[config.mk]
export PLATFORM = sky130hd
export DESIGN_NAME = bounded_priority_message_queue_core
export DESIGN_NICKNAME = d
export VERILOG_FILES = /design/src/bpmq_pkg.sv /design/src/bpmq_cell.sv /design/src/bounded_priority_message_queue_core.sv
export SDC_FILE = /design/constraint.sdc
export NUM_CORES = 2
export LEC_CHECK = 0
export ABC_CLOCK_PERIOD_IN_PS = 21600
export BUFFER_PORTS_ARGS = -buffer_cell sky130_fd_sc_hd__buf_2
export CAP_MARGIN = 30
export CORE_UTILIZATION = 27
export DETAILED_ROUTE_END_ITERATION = 16
export GPL_TIMING_DRIVEN = 0
export SYNTH_ARGS = -nofsm -noshare
export SYNTH_HDL_FRONTEND = slang
export SYNTH_SLANG_ARGS = --single-unit
[constraint.sdc]
create_clock -name clk -period 21.6 [get_ports clk]
set_input_delay 1.08 -clock clk [delete_from_list [all_inputs] [get_ports clk]]
set_output_delay 1.08 -clock clk [all_outputs]
set_load 0.01 [all_outputs]
[src/bpmq_pkg.sv]
// Package for the bounded priority message queue: transaction structs,
// opcodes, status codes, the per-cell entry and control types, and byte helpers.
// No dependencies.
`default_nettype none

package bpmq_pkg;

  localparam int unsigned PAYLOAD_BYTES = 8;
  localparam int unsigned PAYLOAD_W     = 64;
  localparam int unsigned LEN_W         = 4;
  localparam int unsigned PRIO_W        = 8;
  localparam int unsigned CNT_W         = 5;
  localparam int unsigned LIMIT_RESET   = 16;

  localparam logic [1:0] OP_SEND    = 2'd0;
  localparam logic [1:0] OP_RECEIVE = 2'd1;
  localparam logic [1:0] OP_CLEAR   = 2'd2;

  localparam logic [1:0] ST_OK       = 2'd0;
  localparam logic [1:0] ST_ZERO_LEN = 2'd1;
  localparam logic [1:0] ST_FULL     = 2'd2;
  localparam logic [1:0] ST_EMPTY    = 2'd3;

  localparam logic REG_QUEUE_LIMIT = 1'b0;

  typedef struct packed {
    logic [1:0]           op;
    logic [PRIO_W-1:0]    msg_priority;
    logic [PAYLOAD_W-1:0] payload;
    logic [LEN_W-1:0]     byte_count;
  } in_t;

  typedef struct packed {
    logic [1:0]           status;
    logic [PAYLOAD_W-1:0] out_payload;
    logic [LEN_W-1:0]     out_length;
    logic [PRIO_W-1:0]    out_priority;
    logic [CNT_W-1:0]     held_count;
  } out_t;

  typedef struct packed {
    logic [PRIO_W-1:0]    prio;
    logic [PAYLOAD_W-1:0] payload;
    logic [LEN_W-1:0]     len;
  } entry_t;

  typedef enum logic [2:0] {
    CMD_HOLD = 3'b001,
    CMD_PUSH = 3'b010,
    CMD_POP  = 3'b100
  } cmd_t;

  typedef struct packed {
    cmd_t   cmd;
    entry_t fresh;
  } cell_ctrl_t;

  // Saturate a byte count to the payload width in bytes.
  function automatic logic [LEN_W-1:0] clamp_bytes(input logic [LEN_W-1:0] n);
    clamp_bytes = (n > LEN_W'(PAYLOAD_BYTES)) ? LEN_W'(PAYLOAD_BYTES) : n;
  endfunction

  // Mask that keeps the low n bytes of a payload word.
  function automatic logic [PAYLOAD_W-1:0] byte_mask(input logic [LEN_W-1:0] n);
    byte_mask = '0;
    for (int b = 0; b < PAYLOAD_BYTES; b++) begin
      byte_mask[8*b +: 8] = (LEN_W'(b) < n) ? 8'hFF : 8'h00;
    end
  endfunction

endpackage

`default_nettype wire

[src/bpmq_cell.sv]
// One slot of the sorted shift-register queue.
// Depends on bpmq_pkg for the entry and control types.
`default_nettype none

module bpmq_cell
  import bpmq_pkg::*;
(
  input  logic       clk,
  input  cell_ctrl_t ctrl,
  input  entry_t     left_ent,
  input  logic       left_ge,
  input  entry_t     right_ent,
  input  logic       occupied,
  output entry_t     ent,
  output logic       ge
);

  entry_t ent_next;

  // A held entry of equal or higher priority stays ahead of a new one.
  assign ge = occupied && (ent.prio >= ctrl.fresh.prio);

  always_comb begin
    ent_next = ent;
    case (ctrl.cmd)
      CMD_PUSH: begin
        if (!ge) begin
          ent_next = left_ge ? ctrl.fresh : left_ent;
        end
      end
      CMD_POP: begin
        ent_next = right_ent;
      end
      default: begin
        ent_next = ent;
      end
    endcase
  end

  always_ff @(posedge clk) begin
    ent <= ent_next;
  end

endmodule

`default_nettype wire

[src/bounded_priority_message_queue_core.sv]
// Top level of the bounded priority message queue: command port, APB
// register port and a chain of bpmq_cell slots. Depends on bpmq_pkg.
`default_nettype none

// How to use this block:
// A command transaction (send, receive or clear) is taken at a rising edge
// where start is high and busy is low. busy stays low, so a new transaction
// may be issued on every clock.
// The result transaction appears on result in the cycle after acceptance,
// marked by done for exactly one cycle; the receiver cannot hold it off,
// so it must capture the result in that cycle.
// The messages sit in a row of DEPTH identical cells, slot 0 at the head.
// Every cell compares its priority with the incoming one in parallel, and on
// a send each cell either keeps its entry, takes the new one or takes its
// left neighbor's entry; on a receive every cell takes its right neighbor's.
// A single compare-and-shift step across the row thus serves each transaction.
// Among equal priorities, earlier sends stay ahead.
// The queue_limit register (byte address 0) caps how many messages are held; the
// user must write it over APB while no command transaction is in flight, which
// the block does not enforce. Reset (synchronous, active high) empties the queue,
// sets queue_limit to 16 and drops any pending result. No clearing pass is needed.

module bounded_priority_message_queue_core
  import bpmq_pkg::*;
#(
  parameter int unsigned DEPTH = 16
) (
  input  logic        clk,
  input  logic        rst,
  input  logic        start,
  output logic        busy,
  input  in_t         cmd,
  output logic        done,
  output out_t        result,
  input  logic        psel,
  input  logic        penable,
  input  logic        pwrite,
  input  logic [2:0]  paddr,
  input  logic [31:0] pwdata,
  output logic [31:0] prdata,
  output logic        pready
);

  logic [CNT_W-1:0] queue_limit;
  logic [CNT_W-1:0] count;
  logic [CNT_W-1:0] count_next;
  logic [CNT_W-1:0] limit_eff;
  logic             accept;
  cell_ctrl_t       ctrl;
  out_t             result_next;
  logic [LEN_W-1:0] send_len;
  logic [LEN_W-1:0] rx_len;

  entry_t ents [DEPTH];
  logic   ges  [DEPTH];

  // Configuration port.
  assign pready = 1'b1;
  assign prdata = (paddr[2] == REG_QUEUE_LIMIT) ? {{(32-CNT_W){1'b0}}, queue_limit} : 32'd0;

  always_ff @(posedge clk) begin
    if (rst) begin
      queue_limit <= CNT_W'(LIMIT_RESET);
    end else if (psel && penable && pwrite && pready && (paddr[2] == REG_QUEUE_LIMIT)) begin
      queue_limit <= pwdata[CNT_W-1:0];
    end
  end

  // The block never stalls a command.
  assign busy   = 1'b0;
  assign accept = start && !busy;

  assign limit_eff = (32'(queue_limit) > DEPTH) ? CNT_W'(DEPTH) : queue_limit;
  assign send_len  = clamp_bytes(cmd.byte_count);
  assign rx_len    = (clamp_bytes(cmd.byte_count) < ents[0].len) ?
                     clamp_bytes(cmd.byte_count) : ents[0].len;

  always_comb begin
    ctrl.cmd           = CMD_HOLD;
    ctrl.fresh.prio    = cmd.msg_priority;
    ctrl.fresh.payload = cmd.payload & byte_mask(send_len);
    ctrl.fresh.len     = send_len;
    count_next         = count;
    result_next        = '0;
    result_next.status = ST_OK;
    if (accept) begin
      case (cmd.op)
        OP_SEND: begin
          if (cmd.byte_count == '0) begin
            result_next.status = ST_ZERO_LEN;
          end else if (count >= limit_eff) begin
            result_next.status = ST_FULL;
          end else begin
            ctrl.cmd   = CMD_PUSH;
            count_next = count + 1'b1;
          end
        end
        OP_RECEIVE: begin
          if (count == '0) begin
            result_next.status = ST_EMPTY;
          end else begin
            ctrl.cmd                 = CMD_POP;
            count_next               = count - 1'b1;
            result_next.out_length   = rx_len;
            result_next.out_payload  = ents[0].payload & byte_mask(rx_len);
            result_next.out_priority = ents[0].prio;
          end
        end
        OP_CLEAR: begin
          count_next = '0;
        end
        default: begin
          count_next = count;
        end
      endcase
    end
    result_next.held_count = count_next;
  end

  // The chain of slots; only those below count hold live messages.
  for (genvar i = 0; i < DEPTH; i++) begin : g_cell
    bpmq_cell u_cell (
      .clk       (clk),
      .ctrl      (ctrl),
      .left_ent  ((i == 0) ? ctrl.fresh : ents[(i == 0) ? 0 : i-1]),
      .left_ge   ((i == 0) ? 1'b1 : ges[(i == 0) ? 0 : i-1]),
      .right_ent (ents[(i == DEPTH-1) ? i : i+1]),
      .occupied  (i < 32'(count)),
      .ent       (ents[i]),
      .ge        (ges[i])
    );
  end

  always_ff @(posedge clk) begin
    if (rst) begin
      count <= '0;
      done  <= 1'b0;
    end else begin
      count <= count_next;
      done  <= accept;
    end
  end

  always_ff @(posedge clk) begin
    result <= result_next;
  end

  // Fill level never passes the number of cells.
  assert property (@(posedge clk) disable iff (rst) 32'(count) <= DEPTH)
    else $error("message count exceeds the cell chain");

  // Every accepted command yields one result on the next cycle, and nothing else does.
  assert property (@(posedge clk) disable iff (rst) accept |=> done)
    else $error("accepted command produced no result");
  assert property (@(posedge clk) disable iff (rst) !accept |=> !done)
    else $error("result without a command");

  // The reported fill level tracks the internal count.
  assert property (@(posedge clk) disable iff (rst) done |-> result.held_count == count)
    else $error("held_count disagrees with the count");

  // An empty receive leaves the queue empty.
  assert property (@(posedge clk) disable iff (rst)
    (done && result.status == ST_EMPTY) |-> result.held_count == '0)
    else $error("empty status with messages held");

endmodule

`default_nettype wire
==> key figures <==
Synthesis
  – Synth cell types: 81
  – Seq/Total Area, Yosys: 0.587
  – Syn. warnings: 0
  – Most frequent cell after synthesis: edfxtp_1
  – Synthesized area per cell: 11.3 um2
  – Post-synthesis async set-or-reset flop share: 0
  – Synth Register Bits: 1,310
  – Area leader, netlist: edfxtp_1
  – Area share of the leading cell type in the synthesized netlist: 0.558
  – Mapped Area: 0.0654 mm2
  – Commonest cells post-synth: 1,216 x edfxtp_1, 927 x nand2_1, 900 x o221ai_1, 739 x inv_1, 273 x nand4_1
  – Post-synth EDFFs: 1,216
  – Mapped Cells: 5,810
  – Synth top area cells: edfxtp_1 56%, o221ai_1 12%, nand2_1 5.3%, inv_1 4.2%, dfxtp_1 2.9%
  – Main synth FF type: edfxtp_1

Clock network
  – Post-CTS setup buffers: 0
  – Clk_lat worst skew: 0.83 ns
  – Buffer depth of the longest clock path: 3
  – H-tree Lvls: 4
  – CTS Root Cell: clkbuf_16
  – CTS buffer count: 148
  – Resized Gates After CTS: 0
  – Post-CTS Hold Buffers: 0
  – Clock sinks: 1,310
  – Worst-path clk slew: 0.06 ns
  – CTS tree: done

Floorplanning
  – Die Height: 494 um
  – Die width: 494 um
  – # rows: 180
  – Die ar.: 0.244 mm2
  – Placeable Area: 0.241 mm2
  – Io pins: 237
  – Initial Utilization: 0.272

STA
  – Setup_tns: 0 ns
  – Worst-Margin Slew: 1.15 ns
  – Endpoints failing setup: 0
  – Final WS setup: 16.53 ns
  – RSZ-0062 raised after global routing: no
  – Setup Skew: 0.0377 ns
  – Hold Fails Final Rpt: 0
  – Final Max Slew Viols: 0
  – Min Tclk post-route: 5.07 ns
  – Period utilization: 0.235
  – Top achievable clock speed: 197 MHz
  – Worst slew margin: 0.231

Global route
  – Initial antenna violation count: 40
  – Vias in the first global route: 52,800
  – First-pass GRT wire length: 381,000 um
  – Tot GR Track Use: 0.215
  – Largest net degree at the start of global routing: 29
  – GR Overflow Total: 0

Setup path
  – Critical-path cell list: buf_2 -> ha_1 -> nand2b_1 -> a2111oi_1 -> or4b_1 -> buf_2 -> nand2_1 -> o21ai_4 -> buf_12 -> buf_12
  – CP arrival: 5.57 ns
  – WP data required: 22.10 ns
  – Worst Setup End Kind: flop
  – R2r setup slk: 16.97 ns
  – CP Launch Type: primary input
  – Critical path class: in2reg
  – CP max-delay cell: o21ai_4
  – Crit path largest cell delay: 0.93 ns
  – CP Max Fanout: 24

Placed design
  – Buffers on Ports: 176
  – Pre-CTS WS: 15.89 ns
  – Post-DP HPWL: 201,000 um
  – GPL Wtd Cong: 0.950

Pwr
  – Clock power frac: 0.412
  – Logic pwr share: 0.095
  – Reg power frac: 0.493
  – Overall Power: 0.00598 W
  – Leakage Power: 28.3 nW
  – Internal power: 0.00442 W
  – Switching part of the total: 0.261
  – Max IR drop VDD: 0.0000622 V
  – Pwr Density: 78.0 mW/mm2
  – Psw: 0.00156 W

Route
  – Via/cell ratio: 5.72
  – Final WL: 271,000 um
  – DR pass1 iterations: 6
  – Initial DRC count: 8,483
  – DRC errors left: 0
  – Vias: 54,700
  – Detail Route Antenna Nets: 0
  – Routed len/inst: 28.3 um

Final layout
  – Final nets: 6,504
  – Area delta synth->final: 17.3%
  – Layout cells sized above 1: 0.135
  – Area of the multi-input gates: 0.0219 mm2
  – Register Area: 0.0384 mm2
  – Fill cells: 24,500

Outcome
  – Outcome: completed

Flow run
  – Max-cap viol count: 0

Worst hold path
  – HP Class: reg2reg
==> path summary, 6_finish.rpt <==
kind | cells past startpoint | end | startpoint
setup / recovery | 10 | g_cell[0].u_cell.ent[50] | cmd[68]
hold / removal | 2 | g_cell[14].u_cell.ent[1] | g_cell[15].u_cell.ent[1]
setup reg to reg | 8 | g_cell[0].u_cell.ent[50] | count[4]
hold reg to reg | 2 | g_cell[14].u_cell.ent[1] | g_cell[15].u_cell.ent[1]
==> per-stage QoR <==
step | utilization | instance area, um2 | instances | hold slack, ns
global route | 0.319 | 76700 | 9559 | 0.500
finish | 0.319 | 76700 | 9570 | 0.508
detailed placement | 0.299 | 72000 | 9278 | 0.514
global placement | 0.292 | 70400 | 9198 | 0.494
CTS | 0.318 | 76600 | 9544 | 0.467
floorplan | - | 65500 | 5837 | 0.448
==> layout by cell type (no fill, tap or decap), drive strengths merged, types with 6 or more instances in the layout <==
cell type and count:
conb 29, edfxtp 1216, nor3 82, nand4 273, a211oi 11, nor4 18
a21o 20, clkbuf 437, nand2 928, o221ai 921, a21oi 110, nand3 65
diode 23, clkinv 57, nand2b 22, o21a 12, buf 582, nor2b 23
dfxtp 94, nor2 62, a31oi 6, o211ai 8, ha 139, o21ai 125
inv 750, mux2 36, and2 73, a2111oi 8, mux2i 44, and3 7
a221o 139
==> critical path, delay by kind of cell <==
family                     cells  cell delay, ns
AOI/OAI and AO/OA              2            1.70
adders and majority gates      1            0.35
buffers and inverters          4            1.55
and+or+nand+nor                3            0.78
==> cells by family after synthesis <==
kind of cell / Yosys count / share of synthesized area
other cells: 2 / 0.000115
compound gates: 1394 / 0.178
xor+xnor: 1 / 0.000134
simple gates: 1574 / 0.112
mux: 80 / 0.0129
fa+ha+maj: 139 / 0.0266
buf+inv: 1310 / 0.0838
flops: 1310 / 0.587
==> final cells by class <==
| type | instances | share of cell area |
|---|---|---|
| Sequential cell | 1310 | 0.500 |
| Tap cell | 3185 | 0.0519 |
| Timing Repair Buffer | 259 | 0.0309 |
| Inverter | 739 | 0.0362 |
| Antenna cell | 23 | 0.000750 |
| Buffer | 571 | 0.0354 |
| Multi-Input combinational cell | 3217 | 0.285 |
| Clock inverter | 77 | 0.00851 |
| Clock buffer | 189 | 0.0511 |
==> registers in the layout, summed over array words and instances (netlist names) <==
name / flops
count: 5
done: 1
g_cell.u_cell.ent: 1216
queue_limit: 5
result: 83
==> power by group through the flow <==
stage | sequential [W] | combinational [W] | clock (W)
finish | 0.00295 | 0.000567 | 0.00247
global route | 0.00296 | 0.000598 | 0.00256
CTS | 0.00295 | 0.000548 | 0.00248
detailed placement | 0.00300 | 0.000545 | 0
global placement | 0.00305 | 0.000496 | 0
floorplan | 0.00301 | 0.000313 | 0
==> routing by layer <==
metal	part of all wire	vias to the layer above	track usage
met2	0.43	3887	0.317
met4	0.062	26	0.131
met1	0.39	27000	0.279
met3	0.12	702	0.0609
li1	-	23100	-
met5	0.00056	-	0
No activity file was read; power rests on OpenSTA's default activity.
